**src/pcd_pkg.sv**
```systemverilog
`timescale 1ns / 1ps
// ----------------------------------------------------------------------------
// pcd_pkg
// Shared types and constants of the path pair conflict detector.
// ----------------------------------------------------------------------------
package pcd_pkg;

	localparam int PCD_MAX_PATH_LEN = 1024;
	localparam int PCD_CELL_BITS    = 16;

	localparam int ACTION_W   = 2;
	localparam int CELL_REQ_W = 16;
	localparam int AGENT_W    = 10;
	localparam int CELL_OUT_W = 16;
	localparam int WHEN_W     = 11;

	localparam int APB_ADDR_W = 3;
	localparam int APB_DATA_W = 32;

	// word index of the only register
	localparam logic [APB_ADDR_W-3:0] REG_TARGET_MODE = '0;

	typedef enum logic [ACTION_W-1:0] {
		ACT_APPEND_FIRST  = 2'd0,
		ACT_APPEND_SECOND = 2'd1,
		ACT_CHECK         = 2'd2
	} action_t;

	typedef enum logic [1:0] {
		KIND_NONE   = 2'd0,
		KIND_VERTEX = 2'd1,
		KIND_EDGE   = 2'd2,
		KIND_TARGET = 2'd3
	} kind_t;

	typedef enum logic [1:0] {
		S_IDLE,
		S_TAIL,
		S_COMMON,
		S_DONE
	} scan_state_t;

	typedef struct packed {
		logic [AGENT_W-1:0] first_agent;
		logic [AGENT_W-1:0] second_agent;
		logic               target_mode;
		logic               overflowed;
	} pcd_check_t;

	typedef struct packed {
		kind_t                 kind;
		logic [AGENT_W-1:0]    agent_one;
		logic [AGENT_W-1:0]    agent_two;
		logic [CELL_OUT_W-1:0] where_one;
		logic [CELL_OUT_W-1:0] where_two;
		logic [WHEN_W-1:0]     when;
		logic                  overflowed;
	} pcd_result_t;

	// handshake between top level and scan sequencer
	typedef struct packed {
		logic start;
		logic res_ready;
	} scan_ctrl_t;

	typedef struct packed {
		logic busy;
		logic done;
	} scan_stat_t;

endpackage

```
**src/pcd_scan.sv**
```systemverilog
`timescale 1ns / 1ps
// ----------------------------------------------------------------------------
// pcd_scan
// Check sequencer: walks both path stores and forms the first conflict.
// ----------------------------------------------------------------------------
module pcd_scan import pcd_pkg::*; #(
	parameter int MAX_PATH_LEN = PCD_MAX_PATH_LEN,
	parameter int CELL_BITS    = PCD_CELL_BITS,
	localparam int LEN_W       = $clog2(MAX_PATH_LEN + 1),
	localparam int ADDR_W      = $clog2(MAX_PATH_LEN)
) (
	input  logic              clk,
	input  logic              arst_n,
	input  scan_ctrl_t        ctrl,
	output scan_stat_t        stat,
	input  pcd_check_t        chk,
	input  logic [LEN_W-1:0]  n1,
	input  logic [LEN_W-1:0]  n2,
	output logic              rd_en,
	output logic [ADDR_W-1:0] addr_a,
	output logic [ADDR_W-1:0] addr_b,
	input  logic [CELL_BITS-1:0] rdata_a,
	input  logic [CELL_BITS-1:0] rdata_b,
	output pcd_result_t       res
);

	scan_state_t          state_q, state_d;
	logic [LEN_W-1:0]     t_q, t_d;
	logic                 v_s1, v_d;
	logic [LEN_W-1:0]     idx_s1;
	logic [CELL_BITS-1:0] prev_a_q, prev_b_q;
	pcd_result_t          res_q, res_d;

	logic [LEN_W-1:0]     n1_q, n2_q, common_q, long_len_q;
	logic                 first_short_q;
	pcd_check_t           chk_q;

	logic [LEN_W-1:0]     com;
	logic [LEN_W-1:0]     goal_idx;
	logic [LEN_W-1:0]     idx_next;
	logic [CELL_BITS-1:0] long_data, short_data;
	logic                 issue;

	assign com        = (n1 < n2) ? n1 : n2;
	assign goal_idx   = common_q - LEN_W'(1);
	assign idx_next   = idx_s1 + LEN_W'(1);
	assign long_data  = first_short_q ? rdata_b : rdata_a;
	assign short_data = first_short_q ? rdata_a : rdata_b;

	always_ff @(posedge clk or negedge arst_n) begin
		if (!arst_n) begin
			state_q <= S_IDLE;
			v_s1    <= 1'b0;
		end else begin
			state_q <= state_d;
			v_s1    <= v_d;
		end
	end

	always_ff @(posedge clk) begin
		t_q    <= t_d;
		idx_s1 <= t_q;
		res_q  <= res_d;
		if (v_s1) begin
			prev_a_q <= rdata_a;
			prev_b_q <= rdata_b;
		end
		if (state_q == S_IDLE && ctrl.start) begin
			n1_q          <= n1;
			n2_q          <= n2;
			common_q      <= com;
			long_len_q    <= (n1 < n2) ? n2 : n1;
			first_short_q <= n1 < n2;
			chk_q         <= chk;
		end
	end

	always_comb begin
		state_d = state_q;
		t_d     = t_q;
		res_d   = res_q;
		issue   = 1'b0;
		rd_en   = 1'b0;
		addr_a  = t_q[ADDR_W-1:0];
		addr_b  = t_q[ADDR_W-1:0];
		stat.busy = state_q != S_IDLE;
		stat.done = 1'b0;

		unique case (state_q)
			S_IDLE: begin
				if (ctrl.start) begin
					res_d            = '0;
					res_d.overflowed = chk.overflowed;
					t_d              = '0;
					state_d          = S_DONE;
					if (n1 != n2 && com != '0) begin
						state_d = S_TAIL;
						t_d     = com;
					end else if (com != '0) begin
						state_d = S_COMMON;
					end
				end
			end

			S_TAIL: begin
				// short path re-reads its final cell every cycle
				if (t_q < long_len_q) begin
					issue  = 1'b1;
					rd_en  = 1'b1;
					addr_a = first_short_q ? goal_idx[ADDR_W-1:0] : t_q[ADDR_W-1:0];
					addr_b = first_short_q ? t_q[ADDR_W-1:0] : goal_idx[ADDR_W-1:0];
					t_d    = t_q + LEN_W'(1);
				end
				if (v_s1) begin
					if (long_data == short_data) begin
						res_d.kind      = chk_q.target_mode ? KIND_TARGET : KIND_VERTEX;
						res_d.agent_one = first_short_q ? chk_q.first_agent : chk_q.second_agent;
						res_d.agent_two = first_short_q ? chk_q.second_agent : chk_q.first_agent;
						res_d.where_one = CELL_OUT_W'(short_data);
						res_d.when      = WHEN_W'(idx_s1);
						state_d         = S_DONE;
						issue           = 1'b0;
					end else if (idx_next == long_len_q) begin
						state_d = S_COMMON;
						t_d     = '0;
						issue   = 1'b0;
					end
				end
			end

			S_COMMON: begin
				if (t_q < common_q) begin
					issue = 1'b1;
					rd_en = 1'b1;
					t_d   = t_q + LEN_W'(1);
				end
				if (v_s1) begin
					// swap between previous step and this one ranks before a vertex here
					if (idx_s1 != '0 && prev_a_q == rdata_b && prev_b_q == rdata_a) begin
						res_d.kind      = KIND_EDGE;
						res_d.agent_one = chk_q.first_agent;
						res_d.agent_two = chk_q.second_agent;
						res_d.where_one = CELL_OUT_W'(prev_a_q);
						res_d.where_two = CELL_OUT_W'(prev_b_q);
						res_d.when      = WHEN_W'(idx_s1);
						state_d         = S_DONE;
						issue           = 1'b0;
					end else if (rdata_a == rdata_b) begin
						res_d.where_one = CELL_OUT_W'(rdata_a);
						res_d.when      = WHEN_W'(idx_s1);
						res_d.kind      = KIND_VERTEX;
						res_d.agent_one = chk_q.first_agent;
						res_d.agent_two = chk_q.second_agent;
						if (chk_q.target_mode && n1_q == idx_next) begin
							res_d.kind = KIND_TARGET;
						end else if (chk_q.target_mode && n2_q == idx_next) begin
							res_d.kind      = KIND_TARGET;
							res_d.agent_one = chk_q.second_agent;
							res_d.agent_two = chk_q.first_agent;
						end
						state_d = S_DONE;
						issue   = 1'b0;
					end else if (idx_next == common_q) begin
						state_d = S_DONE;
						issue   = 1'b0;
					end
				end
			end

			S_DONE: begin
				stat.done = 1'b1;
				if (ctrl.res_ready) begin
					state_d = S_IDLE;
				end
			end

			default: begin
				state_d = S_IDLE;
			end
		endcase

		v_d = issue;
	end

	assign res = res_q;

endmodule

```
**config.mk**
```make
export PLATFORM = sky130hd
export DESIGN_NAME = pcd_scan
export DESIGN_NICKNAME = d
export VERILOG_FILES = /design/src/pcd_pkg.sv /design/src/pcd_scan.sv
export SDC_FILE = /design/constraint.sdc
export NUM_CORES = 1
export LEC_CHECK = 0
export ABC_AREA = 1
export BUFFER_PORTS_ARGS = -buffer_cell sky130_fd_sc_hd__buf_2
export CAP_MARGIN = 20
export CORE_ASPECT_RATIO = 0.7
export CORE_UTILIZATION = 40
export CTS_CLUSTER_DIAMETER = 80
export DETAILED_ROUTE_END_ITERATION = 8
export GPL_TIMING_DRIVEN = 0
export PLACE_DENSITY = 0.57
export SLEW_MARGIN = 40
export SYNTH_ARGS = -nofsm -noshare
export SYNTH_HDL_FRONTEND = slang
export SYNTH_SLANG_ARGS = --single-unit
```
**constraint.sdc**
```tcl
create_clock -name clk -period 8.7 [get_ports clk]
set_clock_uncertainty 0.1 [all_clocks]
set_input_delay 0.87 -clock clk [delete_from_list [all_inputs] [get_ports clk]]
set_output_delay 0.87 -clock clk [all_outputs]
set_load 0.01 [all_outputs]
```
==> results.txt, run 1 <==
----------------------------------------------------
[Outcome]
  Result of the run ... finished, final reports clean

[Placement]
  Placed cell count ... 1,844
  # port buffers ... around 170
  Detailed placement HPWL ... 26,640 um
  Placer Congestion ... approximately 0.90
  Instance area at placement ... 0.01251 sq mm

[CTS]
  Maximum level of the CTS H-tree ... 4
  Clock transition time at the flip-flop clock pins of the worst setup and hold paths ... about 70 ps
  Count of hold-fix buffers inserted at cts ... 0
  Number of gates resized after CTS ... 0
  Maximum count of clock buffers along a single path ... 2
  Post-CTS Setup Bufs ... 0
  Master cell of the clock root buffer ... sky130_fd_sc_hd__clkbuf_16
  Clock network latency to the later pin of the worst-skew pair ... 450 ps
  Number of clock buffers inserted by TritonCTS ... 17
  TritonCTS clock tree ... yes
  Clock sinks ... 189

[Yosys]
  Synth async-reset ratio ... about 1.6%
  Synth Cell Area ... ~0.011 sq mm
  Count of unique library cells instantiated by Yosys ... 36
  Predominant post-synthesis flop cell ... sky130_fd_sc_hd__edfxtp_1
  Yosys top cell area share ... a little under half
  Sequential fraction of the synthesis area ... 50.03%
  Number of cells produced by synthesis ... about 1,300
  Most area-consuming cells after synthesis ... sky130_fd_sc_hd__edfxtp_1, sky130_fd_sc_hd__nand2_1, sky130_fd_sc_hd__inv_1
  Synthesis Warnings ... 0
  Register bit total from synthesis ... approximately 190
  Average footprint of a synthesized cell ... 8.541 sq um
  Number of synthesized flops with an enable pin ... 175
  Synth Net Count ... about 1,400
  Cell type with the highest aggregate area in the netlist ... sky130_fd_sc_hd__edfxtp_1

[Power and ir drop]
  Leakage power ... 5.895 nW
  IR Drop Worst-Case VDD ... approximately 180 uV
  Power per Cell Area ... 357.9 mW/mm^2

[STA]
  Shortest period the worst path allows ... 4255 ps
  RSZ-0062 raised after global routing ... false
  Total count of hold-check failures in the final report ... 0
  Slew headroom ... 48.59%
  Minimum hold slack ... roughly 110 ps
  Actual slew at the worst max-slew pin ... 771.1 ps
  Final worst-path cycle share ... 48.91%
  Fin. max-slew vios ... 0
  Setup-failing EPs final ... 0
  Maximum achievable frequency ... 235.0 MHz

[Cells and area]
  Final net count ... 1,619
  Layout cells sized above 1 ... 16.20%
  Layout-stage area growth over the synthesis result ... 18.16%
  Final cell count without fillers ... 1,876
  Diode count ... 0
  Utilization after layout ... 48.62%
  Final std cell area, no fill ... 0.01311 sq mm

[Routing]
  Vias after detailed routing ... 9,906
  Final wirelength ... around 35,000 um
  Remaining antenna violation count after routing ... 0
  Avg WL per Cell ... roughly 19 um
  Count of routing violations after the opening detailed-route iteration ... about 1,200
  Number of search-and-repair iterations in the first detailed-routing pass ... 5
  Vias per Instance ... roughly 5.3
  Remaining routing DRC violations ... 0

[Floorplan]
  Die height ... 141.3 um
  Row cnt ... 50
  Starting Density ... 41.15%
  Std-Cell Core Area ... 0.02696 sq mm
  Horizontal extent of the die ... 201.1 um
  IO Pins ... 169
  Die area ... approximately 0.028 sq mm

[Critical path]
  Depth of the worst register-to-register path ... 14
  Element type at the critical path end ... output port
  Cell type of the slowest stage on the worst timing path ... sky130_fd_sc_hd__edfxtp_1
  List of cells traversed by the critical path ... ha_1, a21oi_1, o21ai_0, a21oi_1, nand2_1, nor2_1, nand2_1, clkbuf_1, o21ai_0, buf_2
  Critical path launch point type ... flip-flop
  Reg2Reg Capture Point ... res[58]$_DFFE_PP_
  Type of the worst setup path ... reg2out
  Data required, critical path ... 7730 ps
  WP data arrival ... 3290 ps
  Setup slack on the worst flop-to-flop path ... 5070 ps
  Maximum cell stage delay along the critical path ... around 600 ps
  Origin of the critical flop-to-flop path ... idx_s1[0]$_DFF_P_
  Maximum net fanout on the critical path ... 10

[GRT]
  Global routing usage summed across all routing layers ... 24.73%
  Largest net degree at the start of global routing ... 59
  Global-route wire length before repair ... roughly 53,000 um
  Number of antenna violations at the first check in global routing ... 1
  Number of global-route vias before repair ... between 9,000 and 10,000
  Congestion Overflow GR ... 0

[Flow run]
  Max-cap violations ... 0

[Worst hold path]
  Min-delay worst type ... in2async

----------------------------------------------------
## layer usage
metal / vias to the layer above / wire (um) / GRT usage (%)
li1: 4751 / - / -
met1: 4657 / 17790 / 39.48
met2: 452 / 13590 / 32.87
met3: 44 / 3031 / 4.961
met4: 2 / 549 / 6.951
met5: - / 13 / 0
## cell type report
cell class,instances,area (sq um)
Clock buffer,20,436.7
Fill cell,2589,13850
Tap cell,364,455.4
Sequential cell,189,5552
Timing Repair Buffer,181,940.9
Buffer,47,188.9
Inverter,182,688.2
Multi-Input combinational cell,881,4690
Clock inverter,12,157.7
## through the flow
stage,setup TNS (ps),power (W),setup WS (ps)
2_1_floorplan,0,0.002990,1659
3_5_place_dp,0,0.003853,4606
5_1_grt,0,0.005010,4117
4_1_cts,0,0.004687,4437
6_report,0,0.004692,4445
3_3_place_gp,-107690,0.003803,-2200
## critical path, delay by kind of cell, from the launching register on
family / cells / cell delay (ps)
buffers and inverters: 2 / 430
DFF: 1 / 600
and+or+nand+nor: 3 / 740
AOI/OAI and AO/OA: 4 / 680
adders and majority gates: 1 / 400
## cells in the final DEF (no fill, tap or decap), types with 15 or more instances in the layout
cell type                   synthesis  layout
sky130_fd_sc_hd__nand2_1          302     302
sky130_fd_sc_hd__buf_2              7     185
sky130_fd_sc_hd__inv_1            176     175
sky130_fd_sc_hd__edfxtp_1         175     175
sky130_fd_sc_hd__o21ai_0          109     109
sky130_fd_sc_hd__nand3_1           94      94
sky130_fd_sc_hd__a21oi_1           93      92
sky130_fd_sc_hd__nor2_1            70      69
sky130_fd_sc_hd__xnor2_1           42      42
sky130_fd_sc_hd__nand4_1           41      41
sky130_fd_sc_hd__ha_1              40      40
sky130_fd_sc_hd__clkbuf_1          32      35
sky130_fd_sc_hd__xor2_1            24      24
sky130_fd_sc_hd__clkbuf_16          0      17
sky130_fd_sc_hd__o21a_1            15      15
## how the worst max path moves through the flow
stage	startpoint	endpoint	slack (ps)	cells past startpoint
after global placement	rdata_a[13]	res[50]$_DFFE_PP_	-2200	10
final	t_q[4]$_DFFE_PP_	addr_b[1]	4440	10
after floorplan	rdata_a[4]	res[10]$_DFFE_PP_	1660	10
after detailed placement	rdata_a[7]	res[60]$_DFFE_PP_	4610	14
after global routing	t_q[4]$_DFFE_PP_	addr_a[5]	4120	10
after CTS	state_q[1]$_DFFE_PN0P_	addr_b[1]	4440	9
## logic make-up after synthesis
family,Yosys count,synth area share [%]
XOR/XNOR,66,5.210
buffers and inverters,229,7.861
flip-flops,189,50.03
adder cells (fa/ha/maj),40,4.511
AND/OR/NAND/NOR,547,21.53
AO/OA/AOI/OAI,228,10.86
## flip-flops by register name (all words and copies together), names as in the netlist
signal / flops
prev_b_q: 16
res: 66
t_q: 11
long_len_q: 11
common_q: 11
prev_a_q: 16
chk_q: 21
v_s1: 1
n1_q: 11
n2_q: 11
first_short_q: 1
state_q: 2
idx_s1: 11
## cell usage after synthesis (2+ instances only)
library cell / instances
sky130_fd_sc_hd__nand2_1: 302
sky130_fd_sc_hd__inv_1: 176
sky130_fd_sc_hd__edfxtp_1: 175
sky130_fd_sc_hd__o21ai_0: 109
sky130_fd_sc_hd__nand3_1: 94
sky130_fd_sc_hd__a21oi_1: 93
sky130_fd_sc_hd__nor2_1: 70
sky130_fd_sc_hd__xnor2_1: 42
sky130_fd_sc_hd__nand4_1: 41
sky130_fd_sc_hd__ha_1: 40
sky130_fd_sc_hd__clkbuf_1: 32
sky130_fd_sc_hd__xor2_1: 24
sky130_fd_sc_hd__o21a_1: 15
sky130_fd_sc_hd__dfxtp_1: 11
sky130_fd_sc_hd__nand3b_1: 11
sky130_fd_sc_hd__nor3_1: 10
sky130_fd_sc_hd__buf_1: 7
sky130_fd_sc_hd__buf_2: 7
sky130_fd_sc_hd__or2_2: 7
sky130_fd_sc_hd__nand2_2: 5
sky130_fd_sc_hd__inv_2: 4
sky130_fd_sc_hd__o211ai_1: 4
sky130_fd_sc_hd__dfrtp_1: 3
sky130_fd_sc_hd__a22oi_1: 2
sky130_fd_sc_hd__clkinv_1: 2
sky130_fd_sc_hd__nor2_2: 2
sky130_fd_sc_hd__nor2_4: 2
## power breakdown
group          internal (W)  switching (W)
Combinational      0.000697        0.00145
Clock              0.000456       0.000364
Sequential          0.00146       0.000258
Total               0.00262        0.00207
Note: power is estimated with default switching activity, not from simulation.
==> run 2, diff against run 1 <==
Clock period 8.7 ns to 4 ns, I/O delays scaled along.
==> results.txt, run 2 (same netlist as run 1, synthesis figures left out) <==
----------------------------------------------------
[Outcome]
  Result of the run ... finished, final reports clean

[Critical path]
  Data required, critical path ... about 3500 ps
  Setup slack on the worst flop-to-flop path ... 660 ps
  Maximum cell stage delay along the critical path ... approximately 600 ps
  Critical path launch point type ... flip-flop
  Critical path buffer and inverter count ... 2
  Element type at the critical path end ... output port
  Type of the worst setup path ... reg2out
  Cell type of the slowest stage on the worst timing path ... sky130_fd_sc_hd__edfxtp_1
  List of cells traversed by the critical path ... ha_1, a21oi_1, o21ai_0, a21oi_1, nand2_1, nor2_1, nand2_1, clkbuf_1, o21ai_0, buf_2
  Cell family with most CP delay ... simple AND/OR/NAND/NOR gates
  First element of the critical path ... t_q[4]$_DFFE_PP_
  WP data arrival ... 3210 ps
  Maximum net fanout on the critical path ... 10
  Origin of the critical flop-to-flop path ... idx_s1[0]$_DFF_P_

[Floorplan]
  Row cnt ... 50
  IO Pins ... between 150 and 200
  Horizontal extent of the die ... slightly above 200 um
  Std-Cell Core Area ... 0.02696 sq mm
  Starting Density ... 41.15%
  Die area ... 0.02842 sq mm
  Die height ... 141.3 um

[STA]
  Actual slew at the worst max-slew pin ... ~770 ps
  Setup-failing EPs final ... 0
  Fin. max-slew vios ... 0
  Minimum hold slack ... 26.91 ps
  Total count of hold-check failures in the final report ... 0
  Maximum achievable frequency ... 269.6 MHz
  Final worst-path cycle share ... 92.72%
  Slew headroom ... 48.85%
  Shortest period the worst path allows ... 3709 ps
  RSZ-0062 raised after global routing ... false

[GRT]
  Global-route wire length before repair ... 52,720 um
  Congestion Overflow GR ... 0
  Number of antenna violations at the first check in global routing ... 1
  Largest net degree at the start of global routing ... 53
  Number of global-route vias before repair ... a little over 9,000
  Global routing usage summed across all routing layers ... between 20% and 30%

[Routing]
  Vias per Instance ... around 5.2
  Remaining antenna violation count after routing ... 0
  Count of routing violations after the opening detailed-route iteration ... 997
  Vias after detailed routing ... 9,776
  Avg WL per Cell ... 18.56 um
  Number of search-and-repair iterations in the first detailed-routing pass ... 5
  Final wirelength ... 34,720 um
  Remaining routing DRC violations ... 0

[Cells and area]
  Most frequent cells in the layout ... sky130_fd_sc_hd__nand2_1, sky130_fd_sc_hd__inv_1, sky130_fd_sc_hd__buf_2, sky130_fd_sc_hd__edfxtp_1, sky130_fd_sc_hd__o21ai_0
  Diode count ... 0
  Layout-stage area growth over the synthesis result ... 18.09%
  Utilization after layout ... 48.59%
  Final net count ... 1,614
  Layout cells sized above 1 ... 16.12%
  Seq. cell area ... ~0.0056 sq mm
  Most common cell after layout, fill and taps aside ... sky130_fd_sc_hd__nand2_1
  Number of flip-flops under the largest register name ... 66
  Area of the multi-input gates ... 0.004698 sq mm
  Fill count ... 2,653

[Placement]
  # port buffers ... ~170
  Placer Congestion ... 0.9029
  Detailed placement HPWL ... 26,550 um

[CTS]
  Maximum count of clock buffers along a single path ... 2
  Number of clock buffers inserted by TritonCTS ... 17
  Clock transition time at the flip-flop clock pins of the worst setup and hold paths ... 70 ps
  TritonCTS clock tree ... yes
  Clock network latency to the later pin of the worst-skew pair ... 450 ps
  Master cell of the clock root buffer ... sky130_fd_sc_hd__clkbuf_16
  Post-CTS Setup Bufs ... 0
  Maximum level of the CTS H-tree ... 4
  Clock sinks ... 189

[Power and ir drop]
  IR Drop Worst-Case VDD ... 385.0 uV
  Switching fraction of total power ... between 40 and 50%
  Combinational share of power ... 46.4%
  Power per Cell Area ... 771.3 mW/mm^2
  Clock share of power ... 16.5%
  Leakage power ... around 5.9 nW
  Switching Power ... 0.004512 W
  Internal cell power ... ~0.0056 W
  Sequential fraction of design power ... 37.0%

[Flow run]
  Max-cap violations ... 0

[Worst hold path]
  Min-delay worst type ... in2reg
  Hold path start ... chk[2]

----------------------------------------------------
run 2: cell type report:
class / instances / share of cell area, %
clock buffer: 17 / 3.247
buffer: 46 / 1.413
multi-input combinational: 881 / 35.86
sequential: 189 / 42.37
tap: 364 / 3.476
clock inverter: 15 / 1.031
timing repair buffer: 177 / 7.315
inverter: 182 / 5.281
run 2: power groups by stage:
stage	sequential (W)	clock, W	combinational, W
after floorplan	0.00379	0	0.00270
after global placement	0.00385	0	0.00441
after detailed placement	0.00376	0	0.00463
after CTS	0.00373	0.00170	0.00466
after global routing	0.00381	0.00177	0.00523
final	0.00374	0.00167	0.00469
run 2: timing repair:
action | CTS | global route
hold buffers | 1 | 0
endpoints found under the hold margin | 3 | 0
resized for setup | 0 | 1
endpoints found under the setup margin | 0 | 8
run 2: metrics by stage:
stage	setup slack (ps)	cells	TNS, ps	power [W]	instance area (sq um)
floorplan	380.1	1299	0	0.006488	11110
finish	291.4	1871	0	0.01011	13100
global route	6.982	1871	0	0.01081	13100
CTS	168.6	1872	0	0.01009	13100
global placement	-1162	1831	-56760	0.008252	12410
detailed placement	648.6	1839	0	0.008394	12530
run 2: worst paths after layout:
| path | cells after the start | to |
|---|---|---|
| worst min-delay path | 1 | chk_q[2]$_DFFE_PP_ |
| max in group asynchronous | 2 | v_s1$_DFF_PN0_ |
| min in group asynchronous | 2 | state_q[0]$_DFFE_PN0P_ |
| worst max register to register | 13 | res[47]$_DFFE_PP_ |
| worst min register to register | 0 | idx_s1[10]$_DFF_P_ |
| worst max-delay path | 10 | addr_a[1] |
run 2: layer usage:
metal	vias to the layer above	track usage, %	wire [um]
li1	4737	-	-
met1	4565	39.66	17820
met2	441	32.60	13420
met3	31	5.099	3105
met4	2	5.705	378
met5	-	0	7
run 2: worst reg2reg max path: stages (launching register included):
cell and delay (ps):
sky130_fd_sc_hd__dfxtp_1 340, sky130_fd_sc_hd__buf_4 180, sky130_fd_sc_hd__inv_1 130, sky130_fd_sc_hd__ha_1 230, sky130_fd_sc_hd__nand4_1 90, sky130_fd_sc_hd__nor3_1 80, sky130_fd_sc_hd__nor2_1 140, sky130_fd_sc_hd__nand3_1 360
sky130_fd_sc_hd__nand2_1 250, sky130_fd_sc_hd__nor2_1 100, sky130_fd_sc_hd__nor4_4 410, sky130_fd_sc_hd__buf_4 290, sky130_fd_sc_hd__buf_6 160, sky130_fd_sc_hd__buf_4 190
==> run 3, diff against run 2 <==
Settings changed: BUFFER_PORTS_ARGS -buffer_cell sky130_fd_sc_hd__buf_2 to -buffer_cell sky130_fd_sc_hd__buf_4, CORE_MARGIN set to 2.
==> results.txt, run 3 (same netlist as run 1, synthesis figures left out) <==
----------------------------------------------------
[Outcome]
  Result of the run ... finished, final reports clean

[Cells and area]
  Final net count ... 1,615
  Layout-stage area growth over the synthesis result ... 22.98%
  Utilization after layout ... between 50 and 60%
  Area of the multi-input gates ... 0.004701 sq mm
  Layout cells sized above 1 ... around 16%
  Diode count ... 0
  Seq. cell area ... about 0.0056 sq mm
  Number of flip-flops under the largest register name ... 66
  Most frequent cells in the layout ... sky130_fd_sc_hd__nand2_1, sky130_fd_sc_hd__inv_1, sky130_fd_sc_hd__edfxtp_1
  Fill count ... 2,581
  Most common cell after layout, fill and taps aside ... sky130_fd_sc_hd__nand2_1

[Floorplan]
  Die height ... 143.3 um
  Die area ... 0.02911 sq mm
  IO Pins ... 169
  Starting Density ... 41.05%
  Row cnt ... 50
  Horizontal extent of the die ... 203.1 um
  Std-Cell Core Area ... between 0.02 and 0.03 sq mm

[GRT]
  Number of antenna violations at the first check in global routing ... 0
  Global routing usage summed across all routing layers ... 24.38%
  Global-route wire length before repair ... 53,270 um
  Largest net degree at the start of global routing ... 61
  Congestion Overflow GR ... 0
  Number of global-route vias before repair ... 9,166

[CTS]
  Maximum count of clock buffers along a single path ... 2
  TritonCTS clock tree ... yes
  Master cell of the clock root buffer ... sky130_fd_sc_hd__clkbuf_16
  Maximum level of the CTS H-tree ... 4
  Post-CTS Setup Bufs ... 0
  Clock sinks ... 189
  Clock network latency to the later pin of the worst-skew pair ... 450 ps
  Clock transition time at the flip-flop clock pins of the worst setup and hold paths ... approximately 70 ps
  Number of clock buffers inserted by TritonCTS ... 17

[STA]
  Setup-failing EPs final ... 0
  Slew headroom ... a little under half
  Final worst-path cycle share ... 94.12%
  Total count of hold-check failures in the final report ... 0
  RSZ-0062 raised after global routing ... false
  Shortest period the worst path allows ... around 3800 ps
  Minimum hold slack ... ~26 ps
  Fin. max-slew vios ... 0
  Maximum achievable frequency ... 265.6 MHz
  Actual slew at the worst max-slew pin ... 797.7 ps

[Routing]
  Vias per Instance ... 5.226
  Vias after detailed routing ... a little under 10,000
  Final wirelength ... between 30,000 and 40,000 um
  Count of routing violations after the opening detailed-route iteration ... 1,001
  Remaining routing DRC violations ... 0
  Number of search-and-repair iterations in the first detailed-routing pass ... 6
  Avg WL per Cell ... 18.74 um
  Remaining antenna violation count after routing ... 0

[Critical path]
  Critical path launch point type ... flip-flop
  Maximum net fanout on the critical path ... 10
  WP data arrival ... approximately 3300 ps
  Data required, critical path ... 3500 ps
  Element type at the critical path end ... output port
  Type of the worst setup path ... reg2out

[Flow run]
  Max-cap violations ... 0

[Placement]
  Placer Congestion ... 0.9244
  Detailed placement HPWL ... 26,860 um
  # port buffers ... 168

[Worst hold path]
  Min-delay worst type ... in2reg

[Power and ir drop]
  Leakage power ... a little over 6 nW
  IR Drop Worst-Case VDD ... 427.9 uV
  Power per Cell Area ... 786.4 mW/mm^2

----------------------------------------------------
-- run 3: stage by stage --
| step | total power [W] | setup WS [ps] | TNS (ps) | area, sq um | std cells |
|---|---|---|---|---|---|
| floorplan | 0.006488 | 380.1 | 0 | 11110 | 1299 |
| global placement | 0.008561 | -1189 | -58090 | 12830 | 1831 |
| detailed placement | 0.008713 | 623.6 | 0 | 12950 | 1839 |
| CTS | 0.01072 | 135.9 | 0 | 13640 | 1872 |
| global route | 0.01146 | 21.68 | 0 | 13640 | 1872 |
| finish | 0.01073 | 235.2 | 0 | 13640 | 1872 |
-- run 3: path summary, 6_finish.rpt --
check	to	cells after the start	start	slack [ps]
max	addr_a[4]	9	state_q[1]$_DFFE_PN0P_	240
min	chk_q[16]$_DFFE_PP_	1	chk[16]	30
max in group asynchronous	v_s1$_DFF_PN0_	2	arst_n	3470
min reg2reg	idx_s1[10]$_DFF_P_	0	t_q[10]$_DFFE_PP_	410
max reg2reg	res[44]$_DFFE_PP_	13	idx_s1[0]$_DFF_P_	700
min in group asynchronous	state_q[1]$_DFFE_PN0P_	2	arst_n	220
-- run 3: routing by layer --
| layer | GRT usage [%] | up-vias | part of all wire (%) |
|---|---|---|---|
| met4 | 4.879 | 0 | 1.1 |
| li1 | - | 4747 | - |
| met5 | 0 | - | 0 |
| met1 | 39.08 | 4607 | 50 |
| met3 | 5.034 | 25 | 9.0 |
| met2 | 33.22 | 405 | 40 |
-- run 3: area by class of cell --
type,instances,area share (%)
clock buffers,17,3.118
clock inverters,15,1.843
flip-flops and latches,189,40.69
well taps,364,3.338
plain buffers,47,1.385
multi-input cells,881,34.45
repair buffers,177,10.11
inverters,182,5.071
-- run 3: report_power, final --
| part | switching, W | internal [W] | total (W) |
|---|---|---|---|
| Clock | 0.000837 | 0.00114 | 0.00197 |
| Combinational | 0.00316 | 0.00182 | 0.00498 |
| Sequential | 0.000591 | 0.00319 | 0.00378 |
| Total | 0.00459 | 0.00614 | 0.0107 |
-- run 3: what timing repair did --
| item | CTS | global route |
|---|---|---|
| gates resized for setup | 0 | 2 |
| setup endpoints to repair | 0 | 10 |
| hold endpoints to repair | 3 | 0 |
| hold buffers | 1 | 0 |
-- run 3: critical path: stages, from the launching register on --
cell                         delay, ps
sky130_fd_sc_hd__dfrtp_1           420
sky130_fd_sc_hd__inv_1             120
sky130_fd_sc_hd__ha_1              150
sky130_fd_sc_hd__clkbuf_1          520
sky130_fd_sc_hd__clkinvlp_4        450
sky130_fd_sc_hd__nor2_2            290
sky130_fd_sc_hd__nand2_1           180
sky130_fd_sc_hd__clkbuf_1          250
sky130_fd_sc_hd__o21ai_0           260
sky130_fd_sc_hd__buf_4             170
